`src/ffdza_pkg.sv`:
```
// types, codes and constants of the first-fit disk zone allocator
`timescale 1ns / 1ps

package ffdza_pkg;

    // result status codes
    localparam logic [1:0] ST_OK      = 2'd0;
    localparam logic [1:0] ST_NOFIT   = 2'd1;
    localparam logic [1:0] ST_NOEMPTY = 2'd2;
    localparam logic [1:0] ST_RANGE   = 2'd3;

    // action codes
    localparam logic ACT_ALLOC = 1'b0;
    localparam logic ACT_FREE  = 1'b1;

    // configuration register indexes
    localparam int unsigned CFG_IDX_W  = 1;
    localparam int unsigned CFG_DATA_W = 8;
    localparam logic [CFG_IDX_W-1:0] CFG_RPT = 1'b0;
    localparam logic [CFG_IDX_W-1:0] CFG_TPC = 1'b1;

    localparam logic [5:0] RPT_RESET = 6'd6;
    localparam logic [7:0] TPC_RESET = 8'd20;

    // table contents after reset
    localparam int unsigned INIT_COUNT = 3;
    localparam logic [15:0] INIT_START [INIT_COUNT] = '{16'd5, 16'd14, 16'd21};
    localparam logic [15:0] INIT_LEN   [INIT_COUNT] = '{16'd6, 16'd3, 16'd30};

    typedef struct packed {
        logic        action;
        logic [15:0] block_length;
        logic [15:0] cylinder_in;
        logic [7:0]  track_in;
        logic [5:0]  record_in;
    } t_in_item;

    typedef struct packed {
        logic [1:0]  status;
        logic [15:0] cylinder_out;
        logic [7:0]  track_out;
        logic [5:0]  record_out;
    } t_out_item;

    typedef enum logic [6:0] {
        S_IDLE = 7'b0000001,
        S_MUL1 = 7'b0000010,
        S_MUL2 = 7'b0000100,
        S_SCAN = 7'b0001000,
        S_DIV1 = 7'b0010000,
        S_DIV2 = 7'b0100000,
        S_DONE = 7'b1000000
    } t_state;

    typedef struct packed {
        logic       load_item;
        logic       mul_a;
        logic       mul_b;
        logic       scan_next;
        logic       wr_alloc;
        logic       wr_free;
        logic       set_status;
        logic [1:0] status;
        logic       div_start_a;
        logic       div_start_b;
        logic       div_step;
        logic       div_finish;
        logic       out_load;
    } t_cmd;

    typedef struct packed {
        logic is_free;
        logic range_err;
        logic hit;
        logic last;
        logic div_done;
    } t_sts;

    function automatic logic [15:0] init_start(input logic [31:0] idx);
        logic [15:0] v;
        v = '0;
        if (idx < INIT_COUNT) begin
            v = INIT_START[idx[1:0]];
        end
        return v;
    endfunction

    function automatic logic [15:0] init_len(input logic [31:0] idx);
        logic [15:0] v;
        v = '0;
        if (idx < INIT_COUNT) begin
            v = INIT_LEN[idx[1:0]];
        end
        return v;
    endfunction

endpackage

```
`src/ffdza_ctrl.sv`:
```
// controller state machine of the zone allocator
`timescale 1ns / 1ps

module ffdza_ctrl
    import ffdza_pkg::*;
(
    input  logic i_clk,
    input  logic i_rst_n,
    input  logic i_in_valid,
    input  logic i_out_stall,
    input  t_sts i_sts,
    output t_cmd o_cmd,
    output logic o_in_stall,
    output logic o_out_valid
);

    t_state r_state, n_state;
    logic   r_out_valid, n_out_valid;

    always_comb begin
        n_state = r_state;
        o_cmd   = '0;
        unique case (r_state)
            S_IDLE: begin
                if (i_in_valid) begin
                    o_cmd.load_item = 1'b1;
                    n_state = S_SCAN;
                    if (i_sts.is_free) begin
                        n_state = S_MUL1;
                    end
                end
            end
            S_MUL1: begin
                o_cmd.mul_a = 1'b1;
                n_state = S_MUL2;
            end
            S_MUL2: begin
                o_cmd.mul_b = 1'b1;
                n_state = S_SCAN;
            end
            S_SCAN: begin
                priority if (i_sts.is_free && i_sts.range_err) begin
                    o_cmd.set_status = 1'b1;
                    o_cmd.status     = ST_RANGE;
                    n_state = S_DONE;
                end else if (i_sts.hit) begin
                    if (i_sts.is_free) begin
                        o_cmd.wr_free = 1'b1;
                        n_state = S_DONE;
                    end else begin
                        o_cmd.wr_alloc    = 1'b1;
                        o_cmd.div_start_a = 1'b1;
                        n_state = S_DIV1;
                    end
                end else if (i_sts.last) begin
                    o_cmd.set_status = 1'b1;
                    o_cmd.status     = i_sts.is_free ? ST_NOEMPTY : ST_NOFIT;
                    n_state = S_DONE;
                end else begin
                    o_cmd.scan_next = 1'b1;
                end
            end
            S_DIV1: begin
                if (i_sts.div_done) begin
                    o_cmd.div_start_b = 1'b1;
                    n_state = S_DIV2;
                end else begin
                    o_cmd.div_step = 1'b1;
                end
            end
            S_DIV2: begin
                if (i_sts.div_done) begin
                    o_cmd.div_finish = 1'b1;
                    n_state = S_DONE;
                end else begin
                    o_cmd.div_step = 1'b1;
                end
            end
            S_DONE: begin
                if (!r_out_valid || !i_out_stall) begin
                    o_cmd.out_load = 1'b1;
                    n_state = S_IDLE;
                end
            end
            default: begin
                n_state = S_IDLE;
            end
        endcase
    end

    // output register stays full while the receiver stalls
    assign n_out_valid = o_cmd.out_load | (r_out_valid & i_out_stall);

    always_ff @(posedge i_clk) begin
        if (!i_rst_n) begin
            r_state     <= S_IDLE;
            r_out_valid <= 1'b0;
        end else begin
            r_state     <= n_state;
            r_out_valid <= n_out_valid;
        end
    end

    assign o_in_stall  = (r_state != S_IDLE);
    assign o_out_valid = r_out_valid;

endmodule

```
`src/ffdza_dp.sv`:
```
// datapath of the zone allocator: zone table, multipliers, divider, result register
`timescale 1ns / 1ps

module ffdza_dp
    import ffdza_pkg::*;
#(
    parameter int unsigned ZONE_ENTRIES = 8
) (
    input  logic                  i_clk,
    input  logic                  i_rst_n,
    input  t_cmd                  i_cmd,
    output t_sts                  o_sts,
    input  t_in_item              i_in_data,
    input  logic                  i_cfg_we,
    input  logic [CFG_IDX_W-1:0]  i_cfg_index,
    input  logic [CFG_DATA_W-1:0] i_cfg_data,
    output t_out_item             o_out_data
);

    localparam int unsigned IDX_W = $clog2(ZONE_ENTRIES);
    localparam logic [IDX_W-1:0] LAST_IDX = IDX_W'(ZONE_ENTRIES - 1);

    // geometry registers
    logic [5:0] r_rpt;
    logic [7:0] r_tpc;
    logic [5:0] rpt_eff;
    logic [7:0] tpc_eff;

    // current item
    logic        r_free;
    logic [15:0] r_len;
    logic [15:0] r_cyl_in;
    logic [7:0]  r_trk_in;
    logic [5:0]  r_rec_in;
    logic [23:0] r_prod;
    logic [29:0] r_block;

    // zone table
    logic [31:0]             r_mem [ZONE_ENTRIES];
    logic [ZONE_ENTRIES-1:0] r_valid;
    logic [ZONE_ENTRIES-1:0] r_empty;
    logic [IDX_W-1:0]        r_idx, n_idx;
    logic [31:0]             r_rd_word;
    logic                    r_rd_valid;
    logic [15:0]             rd_start;
    logic [15:0]             rd_len;
    logic [15:0]             new_start;
    logic [15:0]             new_len;
    logic                    we;
    logic [31:0]             wdata;

    // shared divider
    logic [15:0] r_quo;
    logic [7:0]  r_rem;
    logic [7:0]  r_dvs;
    logic [4:0]  r_cnt;
    logic [8:0]  trial;
    logic [8:0]  diff;
    logic        ge;

    // result
    logic [1:0]  r_status;
    logic [15:0] r_cyl;
    logic [7:0]  r_trk;
    logic [5:0]  r_rec;
    t_out_item   r_out;

    assign rpt_eff = (r_rpt == '0) ? 6'd1 : r_rpt;
    assign tpc_eff = (r_tpc == '0) ? 8'd1 : r_tpc;

    always_ff @(posedge i_clk) begin
        if (!i_rst_n) begin
            r_rpt <= RPT_RESET;
            r_tpc <= TPC_RESET;
        end else if (i_cfg_we) begin
            unique case (i_cfg_index)
                CFG_RPT: r_rpt <= i_cfg_data[5:0];
                CFG_TPC: r_tpc <= i_cfg_data[7:0];
                default: ;
            endcase
        end
    end

    // item capture and block number
    always_ff @(posedge i_clk) begin
        if (i_cmd.load_item) begin
            r_free   <= (i_in_data.action == ACT_FREE);
            r_len    <= i_in_data.block_length;
            r_cyl_in <= i_in_data.cylinder_in;
            r_trk_in <= i_in_data.track_in;
            r_rec_in <= i_in_data.record_in;
        end
        if (i_cmd.mul_a) begin
            r_prod <= r_cyl_in * tpc_eff + 24'(r_trk_in);
        end
        if (i_cmd.mul_b) begin
            r_block <= r_prod * rpt_eff + 30'(r_rec_in);
        end
    end

    // read address runs one ahead so the registered word matches r_idx
    assign n_idx = i_cmd.scan_next ? r_idx + 1'b1 : '0;

    always_ff @(posedge i_clk) begin
        if (!i_rst_n) begin
            r_idx <= '0;
        end else begin
            r_idx <= n_idx;
        end
    end

    // entries never written read as their reset contents
    assign rd_start = r_rd_valid ? r_rd_word[31:16] : init_start(32'(r_idx));
    assign rd_len   = r_rd_valid ? r_rd_word[15:0]  : init_len(32'(r_idx));

    assign new_len   = rd_len - r_len;
    assign new_start = (new_len == '0) ? 16'd0 : rd_start + r_len;
    assign we        = i_cmd.wr_alloc | i_cmd.wr_free;
    assign wdata     = i_cmd.wr_free ? {r_block[15:0], r_len} : {new_start, new_len};

    always_ff @(posedge i_clk) begin
        if (we) begin
            r_mem[r_idx] <= wdata;
        end
        r_rd_word <= r_mem[n_idx];
    end

    always_ff @(posedge i_clk) begin
        if (!i_rst_n) begin
            r_valid    <= '0;
            r_rd_valid <= 1'b0;
            for (int i = 0; i < ZONE_ENTRIES; i++) begin
                r_empty[i] <= (i >= INIT_COUNT);
            end
        end else begin
            r_rd_valid <= r_valid[n_idx];
            if (we) begin
                r_valid[r_idx] <= 1'b1;
            end
            if (i_cmd.wr_free) begin
                r_empty[r_idx] <= 1'b0;
            end else if (i_cmd.wr_alloc && new_len == '0) begin
                r_empty[r_idx] <= 1'b1;
            end
        end
    end

    // restoring divider, one quotient bit per cycle
    assign trial = {r_rem, r_quo[15]};
    assign diff  = trial - {1'b0, r_dvs};
    assign ge    = (trial >= {1'b0, r_dvs});

    always_ff @(posedge i_clk) begin
        if (i_cmd.div_start_a) begin
            r_quo <= rd_start;
            r_rem <= '0;
            r_dvs <= {2'b00, rpt_eff};
            r_cnt <= '0;
        end else if (i_cmd.div_start_b) begin
            r_rem <= '0;
            r_dvs <= tpc_eff;
            r_cnt <= '0;
        end else if (i_cmd.div_step) begin
            r_quo <= {r_quo[14:0], ge};
            r_rem <= ge ? diff[7:0] : trial[7:0];
            r_cnt <= r_cnt + 5'd1;
        end
    end

    // result fields
    always_ff @(posedge i_clk) begin
        if (i_cmd.load_item) begin
            r_status <= ST_OK;
            r_cyl    <= '0;
            r_trk    <= '0;
            r_rec    <= '0;
        end else begin
            if (i_cmd.set_status) begin
                r_status <= i_cmd.status;
            end
            if (i_cmd.div_start_b) begin
                r_rec <= r_rem[5:0];
            end
            if (i_cmd.div_finish) begin
                r_cyl <= r_quo;
                r_trk <= r_rem;
            end
        end
        if (i_cmd.out_load) begin
            r_out.status       <= r_status;
            r_out.cylinder_out <= r_cyl;
            r_out.track_out    <= r_trk;
            r_out.record_out   <= r_rec;
        end
    end

    // action bit is looked at straight from the input while idle
    assign o_sts.is_free   = i_cmd.load_item ? (i_in_data.action == ACT_FREE) : r_free;
    assign o_sts.range_err = |r_block[29:16];
    assign o_sts.hit       = r_free ? r_empty[r_idx] : (rd_len >= r_len);
    assign o_sts.last      = (r_idx == LAST_IDX);
    assign o_sts.div_done  = r_cnt[4];

    assign o_out_data = r_out;

endmodule

```
`src/first_fit_disk_zone_allocator.sv`:
```
// First-fit disk zone allocator top level.
//
// Input channel: i_in_valid / o_in_stall with i_in_data (action, length, position).
// An allocate takes the first table entry with enough free blocks and returns its
// start block as cylinder, track and record; a free puts the released block range
// into the first empty entry. Output channel: o_out_valid / i_out_stall with
// o_out_data, one result per accepted item, status first.
// Configuration: i_cfg_valid / o_cfg_ready (always ready), index 0 records per
// track, index 1 tracks per cylinder; write only while no item is in flight.
// One item is worked on at a time; the table scan reads one entry per cycle from the
// table memory and the split into cylinder, track and record runs twice through a
// 16-step restoring divider.
// The output register holds a finished result while i_out_stall is high; the next
// item is taken meanwhile and waits at its end until the register is free.
// Reset (synchronous) restores the three initial zones and the default geometry
// and empties the output register; no clearing pass is needed.
`timescale 1ns / 1ps

module first_fit_disk_zone_allocator
    import ffdza_pkg::*;
#(
    parameter int unsigned ZONE_ENTRIES = 8
) (
    input  logic                  i_clk,
    input  logic                  i_rst_n,
    input  logic                  i_in_valid,
    output logic                  o_in_stall,
    input  t_in_item              i_in_data,
    output logic                  o_out_valid,
    input  logic                  i_out_stall,
    output t_out_item             o_out_data,
    input  logic                  i_cfg_valid,
    output logic                  o_cfg_ready,
    input  logic [CFG_IDX_W-1:0]  i_cfg_index,
    input  logic [CFG_DATA_W-1:0] i_cfg_data
);

    t_cmd cmd;
    t_sts sts;

    assign o_cfg_ready = 1'b1;

    ffdza_ctrl u_ctrl (
        .i_clk       (i_clk),
        .i_rst_n     (i_rst_n),
        .i_in_valid  (i_in_valid),
        .i_out_stall (i_out_stall),
        .i_sts       (sts),
        .o_cmd       (cmd),
        .o_in_stall  (o_in_stall),
        .o_out_valid (o_out_valid)
    );

    ffdza_dp #(
        .ZONE_ENTRIES (ZONE_ENTRIES)
    ) u_dp (
        .i_clk       (i_clk),
        .i_rst_n     (i_rst_n),
        .i_cmd       (cmd),
        .o_sts       (sts),
        .i_in_data   (i_in_data),
        .i_cfg_we    (i_cfg_valid & o_cfg_ready),
        .i_cfg_index (i_cfg_index),
        .i_cfg_data  (i_cfg_data),
        .o_out_data  (o_out_data)
    );

endmodule

```
`config.mk`:
```
export PLATFORM = sky130hd
export DESIGN_NAME = first_fit_disk_zone_allocator
export DESIGN_NICKNAME = d
export VERILOG_FILES = /design/src/ffdza_pkg.sv /design/src/ffdza_ctrl.sv /design/src/ffdza_dp.sv /design/src/first_fit_disk_zone_allocator.sv
export SDC_FILE = /design/constraint.sdc
export NUM_CORES = 1
export LEC_CHECK = 0
export BUFFER_PORTS_ARGS = -buffer_cell sky130_fd_sc_hd__buf_2
export CORE_MARGIN = 5
export CORE_UTILIZATION = 30
export DETAILED_ROUTE_END_ITERATION = 6
export SLEW_MARGIN = 40
export SYNTH_ARGS = -nofsm -noshare
export SYNTH_HDL_FRONTEND = slang
export SYNTH_SLANG_ARGS = --single-unit
```
`constraint.sdc`:
```
create_clock -name i_clk -period 6.9 [get_ports i_clk]
set_clock_uncertainty 0.15 [all_clocks]
set_input_delay 0.69 -clock i_clk [delete_from_list [all_inputs] [get_ports i_clk]]
set_output_delay 0.69 -clock i_clk [all_outputs]
set_load 0.03 [all_outputs]
```
==> flow_metrics.env, run 1 <==
export IMPL_status="finished, final reports clean"
export IMPL_cts_htree_levels=2
export IMPL_layout_area_overhead_vs_synth_pct=13.3
export IMPL_grt_pass1_vias=20600
export IMPL_synth_top_area_share=0.395
export IMPL_drv_cap=0
export IMPL_synthesis_instances=2682
export IMPL_yosys_area_top_type="sky130_fd_sc_hd__edfxtp_1"
export IMPL_die_outline_area_um2=110000
export IMPL_cp_data_required_time_ns=7.08
export IMPL_synth_seq_cells=532
export IMPL_num_vias=20500
export IMPL_most_used_flip_flop_cell_after_synthesis="sky130_fd_sc_hd__edfxtp_1"
export IMPL_core_region_area_um2=103000
export IMPL_worst_stage_delay_on_the_critical_path_ns=0.54
export IMPL_max_slew_margin=0.425
export IMPL_grt_first_pass_wirelength_mm=119
export IMPL_number_of_enable_flip_flop_cells_after_synthesis=410
export IMPL_worst_ir_drop_vdd_mv=0.218
export IMPL_die_w_um=332
export IMPL_ys_async_sr_fraction=0
export IMPL_timing_hold_violations_final=0
export IMPL_final_setup_viol_count=0
export IMPL_cp_startpoint="u_dp.r_tpc[3]$_SDFFE_PN0P_"
export IMPL_finalCriticalPeriod_ns=5.98
export IMPL_dieHeight_um=332
export IMPL_placed_cells=4096
export IMPL_buffer_ports_inserted=94
export IMPL_mostFrequentLayoutCells="sky130_fd_sc_hd__edfxtp_1, sky130_fd_sc_hd__nand2_1, sky130_fd_sc_hd__and2_1, sky130_fd_sc_hd__inv_1, sky130_fd_sc_hd__fa_1"
export IMPL_r2r_start="u_dp.r_tpc[3]$_SDFFE_PN0P_"
export IMPL_yosysWarningCount=0
export IMPL_drt_wl_total_mm=75.3
export IMPL_critical_path_class="reg2reg"
export IMPL_clockBufferDepth=3
export IMPL_wire_per_inst_um=17.9
export IMPL_gp_congestion=0.860
export IMPL_cts_root_buffer_cell="sky130_fd_sc_hd__clkbuf_16"
export IMPL_cts_hold_buf=0
export IMPL_path_clk_slew_ns=0.06
export IMPL_remaining_drc_errors=0
export IMPL_timing_critical_path_slowest_stage_cell="sky130_fd_sc_hd__fa_1"
export IMPL_finalPower_w=0.0114
export IMPL_fmaxAchievable_ghz=0.167
export IMPL_multi_input_area_um2=15200
export IMPL_dr_first_iter_drc_count=1440
export IMPL_post_route_worst_setup_slack_ns=0.915
export IMPL_pin_count=96
export IMPL_critical_path_max_fanout=19
export IMPL_cts_buffers_inserted=54
export IMPL_critical_path_cell_chain="nor4_1 -> a21o_1 -> nand2_1 -> fa_1 -> inv_1 -> fa_1 -> inv_1 -> fa_1 -> fa_1 -> inv_1 -> ha_1 -> o21a_1 -> o31a_1 -> o211ai_1 -> a211oi_1 -> nor3_1 -> o31ai_1 -> a21oi_1 -> xnor2_1"
export IMPL_insertion_delay_ns=0.62
export IMPL_dr_pass1_iters=5
export IMPL_final_instance_count_excl_fill=4201
export IMPL_floorplan_initialDensity=0.301
export IMPL_netlist_area_pre_place_um2=31200
export IMPL_num_rows=118
export IMPL_preCtsSetupSlack_ns=0.950
export IMPL_grt_remaining_overflow=0
export IMPL_netlist_cell_type_count=88
export IMPL_cell_area_power_density_nw_per_um2=324
export IMPL_timing_critical_path_mode_cell="sky130_fd_sc_hd__fa_1"
export IMPL_synth_nets=3093
export IMPL_n_fill_cell=10400
export IMPL_final_core_utilization=0.342
export IMPL_antenna_found_initial=1
export IMPL_origin_of_the_worst_min_delay_path="i_in_data[31]"
export IMPL_routed_via_density=4.89
export IMPL_leakage_nw=14.2
export IMPL_register_area_um2=14800
export IMPL_route_antenna_remaining_nets=0
export IMPL_fin_setup_tns_ns=0
export IMPL_setup_worst_path_start_class="flop"
export IMPL_dp_final_hpwl_mm=53.2
export IMPL_number_of_resized_instances_in_the_post_cts_repair_step=0
export IMPL_post_synth_main_area_contributors="sky130_fd_sc_hd__edfxtp_1, sky130_fd_sc_hd__fa_1, sky130_fd_sc_hd__dfxtp_1"
export IMPL_min_period_over_period=0.867
export IMPL_synth_seq_area_share=0.474
export IMPL_fin_nets=3185
export IMPL_pin_count_of_the_biggest_net_entering_global_routing=65
export IMPL_cp_arrival_ns=6.17
export IMPL_tritoncts="done"
export IMPL_max_slew_worst_pin_slew_ns=0.854
export IMPL_numClockSinks=532
export IMPL_mostFrequentLayoutCell="sky130_fd_sc_hd__edfxtp_1"
export IMPL_timing_final_max_slew_violations=0
export IMPL_cts_setup_buffers=0
export IMPL_grt_use_total=0.133
export IMPL_worstHoldPathType="in2reg"
export IMPL_rsz0062_at_grt="no"
export IMPL_critical_path_endpoint_type="flop"
export IMPL_synthesized_area_per_cell_um2=11.6
export IMPL_drive_gt1_frac=0.120
-- through the flow --
stage	hold WS (ns)	area (um2)
finish	0.0802	35300
global route	0.0503	35300
CTS	0.0447	35200
detailed placement	0.267	33300
global placement	0.264	33300
floorplan	0.258	31200
-- layout make-up --
class                   instances  area share
diodes                          1   0.0000709
clock buffers                  81      0.0467
clock inverters                21     0.00691
repair buffers                146      0.0249
multi-input cells            1822       0.431
well taps                    1380      0.0489
inverters                     218      0.0232
flip-flops and latches        532       0.418
-- path summary, 6_finish.rpt --
path	to	slack, ns	cells past startpoint
worst max-delay path	u_dp.r_prod[23]$_DFFE_PP_	0.92	19
worst max register to register	u_dp.r_prod[23]$_DFFE_PP_	0.92	19
worst min-delay path	u_dp.r_len[1]$_DFFE_PP_	0.08	1
worst min register to register	u_dp.o_out_data[9]$_DFFE_PP_	0.26	0
-- worst max-delay path, delay by kind of cell (launching register included) --
kind	cells	cell delay, ns
xor gates and xnor gates	1	0.08
buffers and inverters	3	0.14
AOI/OAI and AO/OA	7	1.68
DFF	1	0.53
and+or+nand+nor	3	0.80
adders and majority gates	5	2.32
-- power by group --
group | leakage, nW | total, W | switching (W) | internal (W)
Combinational | 8.57 | 0.00415 | 0.00247 | 0.00169
Sequential | 4.72 | 0.00422 | 0.000216 | 0.00400
Clock | 0.932 | 0.00306 | 0.00128 | 0.00178
-- layer usage --
layer | track usage | part of all wire | up-vias
li1 | - | - | 9706
met2 | 0.223 | 0.47 | 451
met4 | 0.0331 | 0.025 | 0
met1 | 0.182 | 0.46 | 10300
met3 | 0.0201 | 0.045 | 111
met5 | 0 | 0 | -
-- registers in the layout, summed over array words and instances, names as in the netlist, 7 cells and up, named ones only --
register,flops
u_dp.o_out_data,32
u_dp.r_valid,8
u_dp.r_block,30
u_dp.r_rem,8
u_dp.r_quo,16
u_dp.r_tpc,8
u_dp.r_cyl,16
u_ctrl.r_state,7
u_dp.r_trk_in,8
u_dp.r_prod,24
u_dp.r_mem,256
u_dp.r_rd_word,32
u_dp.r_dvs,8
u_dp.r_cyl_in,16
u_dp.r_len,16
u_dp.r_trk,8
-- logic make-up (layout without fill, tap and decap cells) --
kind of cell	Yosys count	count (layout)	share of synthesized area
XOR/XNOR	72	72	0.0202
adder cells (fa/ha/maj)	350	350	0.186
buffers and inverters	328	466	0.0433
multiplexers	101	101	0.0343
AND/OR/NAND/NOR	778	778	0.129
flip-flops	532	532	0.474
AO/OA/AOI/OAI	520	520	0.114
other	1	2	0.000120
-- cells in the mapped netlist, drive strengths merged (13+ instances only) --
master,n
nand3,25
fa,187
nor3,37
a21oi,112
a31oi,15
nor2,93
xor2,27
nor2b,15
and2,243
inv,217
clkbuf,70
o221ai,31
nand4,13
o31ai,22
nor4,14
a21o,63
o21ai,98
ha,163
and3,13
mux2i,55
or3,17
nand2,260
o21a,19
edfxtp,410
mux2,46
o211ai,38
o22ai,33
buf,40
xnor2,45
dfxtp,122
a211oi,20
Power figures use the tool's default switching activity.
==> run 2: changes to the inputs <==
Settings changed: PLACE_DENSITY set to 0.5.
==> flow_metrics.env, run 2 (same netlist as run 1, synthesis figures left out) <==
export IMPL_worstHoldPathType="in2reg"
export IMPL_reg2reg_depth=19
export IMPL_cp_data_required_time_ns=7.13
export IMPL_dr_first_iter_drc_count=1146
export IMPL_insertion_delay_ns=0.67
export IMPL_cts_htree_levels=2
export IMPL_timing_hold_ws_ns=0.0567
export IMPL_final_setup_viol_count=0
export IMPL_grt_first_pass_wirelength_mm=123
export IMPL_pin_count=96
export IMPL_timing_final_max_slew_violations=0
export IMPL_tritoncts="done"
export IMPL_max_flop_register="u_dp.r_mem"
export IMPL_routed_via_density=4.81
export IMPL_worst_ir_drop_vdd_mv=0.216
export IMPL_dr_pass1_iters=5
export IMPL_finalCriticalPeriod_ns=6.13
export IMPL_drv_cap=0
export IMPL_min_period_over_period=0.889
export IMPL_mostFrequentLayoutCells="sky130_fd_sc_hd__edfxtp_1, sky130_fd_sc_hd__nand2_1, sky130_fd_sc_hd__and2_1, sky130_fd_sc_hd__inv_1, sky130_fd_sc_hd__fa_1"
export IMPL_max_slew_worst_pin_slew_ns=0.824
export IMPL_timing_hold_violations_final=0
export IMPL_fmaxAchievable_ghz=0.163
export IMPL_num_vias=20400
export IMPL_critical_path_class="reg2reg"
export IMPL_grt_use_total=0.141
export IMPL_wire_per_inst_um=18.7
export IMPL_grt_remaining_overflow=0
export IMPL_grt_pass1_vias=20800
export IMPL_cell_area_power_density_nw_per_um2=328
export IMPL_drive_gt1_frac=0.117
export IMPL_numClockSinks=532
export IMPL_dieHeight_um=332
export IMPL_max_slew_margin=0.446
export IMPL_setup_worst_path_start_class="flop"
export IMPL_fin_nets=3213
export IMPL_buffer_ports_inserted=94
export IMPL_cts_root_buffer_cell="sky130_fd_sc_hd__clkbuf_16"
export IMPL_antenna_cells_inserted=0
export IMPL_fin_setup_tns_ns=0
export IMPL_cp_arrival_ns=6.36
export IMPL_die_outline_area_um2=110000
export IMPL_die_w_um=332
export IMPL_min_path_cells=1
export IMPL_num_rows=118
export IMPL_antenna_found_initial=2
export IMPL_clockBufferDepth=3
export IMPL_gp_congestion=0.792
export IMPL_core_region_area_um2=103000
export IMPL_mostFrequentLayoutCell="sky130_fd_sc_hd__edfxtp_1"
export IMPL_critical_path_max_fanout=4
export IMPL_floorplan_initialDensity=0.301
export IMPL_cts_setup_buffers=0
export IMPL_leakage_nw=14.4
export IMPL_path_clk_slew_ns=0.06
export IMPL_cts_buffers_inserted=60
export IMPL_critical_path_endpoint_type="flop"
export IMPL_rsz0062_at_grt="no"
export IMPL_dp_final_hpwl_mm=55.0
export IMPL_largest_register_ff_count=256
export IMPL_status="finished, final reports clean"
export IMPL_remaining_drc_errors=0
export IMPL_layout_area_overhead_vs_synth_pct=14.9
export IMPL_route_antenna_remaining_nets=0
export IMPL_drt_wl_total_mm=79.0
export IMPL_pin_count_of_the_biggest_net_entering_global_routing=73
==> run 2: per-layer routing <==
layer | up-vias | wire (um) | global-route usage
li1 | 9770 | - | -
met1 | 10100 | 34100 | 0.180
met2 | 333 | 38600 | 0.244
met3 | 119 | 3690 | 0.0243
met4 | 2 | 2550 | 0.0467
met5 | - | 20 | 0
==> run 2: metrics by stage <==
step	total power [W]	area [um2]	utilization	cells	setup WS (ns)
finish	0.0118	35800	0.346	4234	0.766
global route	0.0127	35800	0.346	4234	0.440
CTS	0.0120	35800	0.346	4234	0.724
detailed placement	0.00850	33400	0.323	4091	0.745
global placement	0.00847	33300	0.322	4090	0.748
floorplan	0.00739	31200	-	2682	1.08
==> run 2: repair_timing <==
action,4_1_cts,5_1_grt
hold buffers,29,0
resized for setup,0,0
hold endpoints to repair,29,0
==> run 2: worst paths after layout <==
check,start,to,slack [ns]
hold / removal,i_in_data[30],u_dp.r_len[0]$_DFFE_PP_,0.06
hold reg to reg,u_dp.r_rec[4]$_SDFFE_PP0P_,u_dp.o_out_data[4]$_DFFE_PP_,0.28
setup reg to reg,u_dp.r_rpt[5]$_SDFFE_PN0P_,u_dp.r_block[28]$_DFFE_PP_,0.77
setup / recovery,u_dp.r_rpt[5]$_SDFFE_PN0P_,u_dp.r_block[28]$_DFFE_PP_,0.77
==> run 2: where the power goes <==
group          internal, W  total, W  switching (W)
Sequential         0.00400   0.00420       0.000194
Clock              0.00201   0.00338        0.00137
Combinational      0.00171   0.00418        0.00247
Total              0.00772    0.0118        0.00403
==> run 2: worst max-delay path, stage by stage (launching register included) <==
cell                       delay [ns]
sky130_fd_sc_hd__dfxtp_1         0.30
sky130_fd_sc_hd__or4_1           0.51
sky130_fd_sc_hd__o21bai_1        0.47
sky130_fd_sc_hd__nand2_1         0.16
sky130_fd_sc_hd__fa_1            0.53
sky130_fd_sc_hd__fa_1            0.55
sky130_fd_sc_hd__inv_1           0.05
sky130_fd_sc_hd__fa_1            0.47
sky130_fd_sc_hd__inv_1           0.05
sky130_fd_sc_hd__fa_1            0.48
sky130_fd_sc_hd__inv_1           0.04
sky130_fd_sc_hd__ha_1            0.31
sky130_fd_sc_hd__or4_1           0.48
sky130_fd_sc_hd__o21ai_0         0.12
sky130_fd_sc_hd__a211oi_1        0.10
sky130_fd_sc_hd__o31a_1          0.34
sky130_fd_sc_hd__a21oi_1         0.36
sky130_fd_sc_hd__or3_1           0.20
sky130_fd_sc_hd__a21oi_1         0.07
sky130_fd_sc_hd__xnor2_1         0.13
==> run 2: area by class of cell <==
cell class,instances,area (um2)
Clock buffer,86,1760
Clock inverter,28,359
Fill cell,10400,67600
Inverter,218,818
Multi-Input combinational cell,1822,15200
Sequential cell,532,14800
Tap cell,1380,1730
Timing Repair Buffer,168,1150
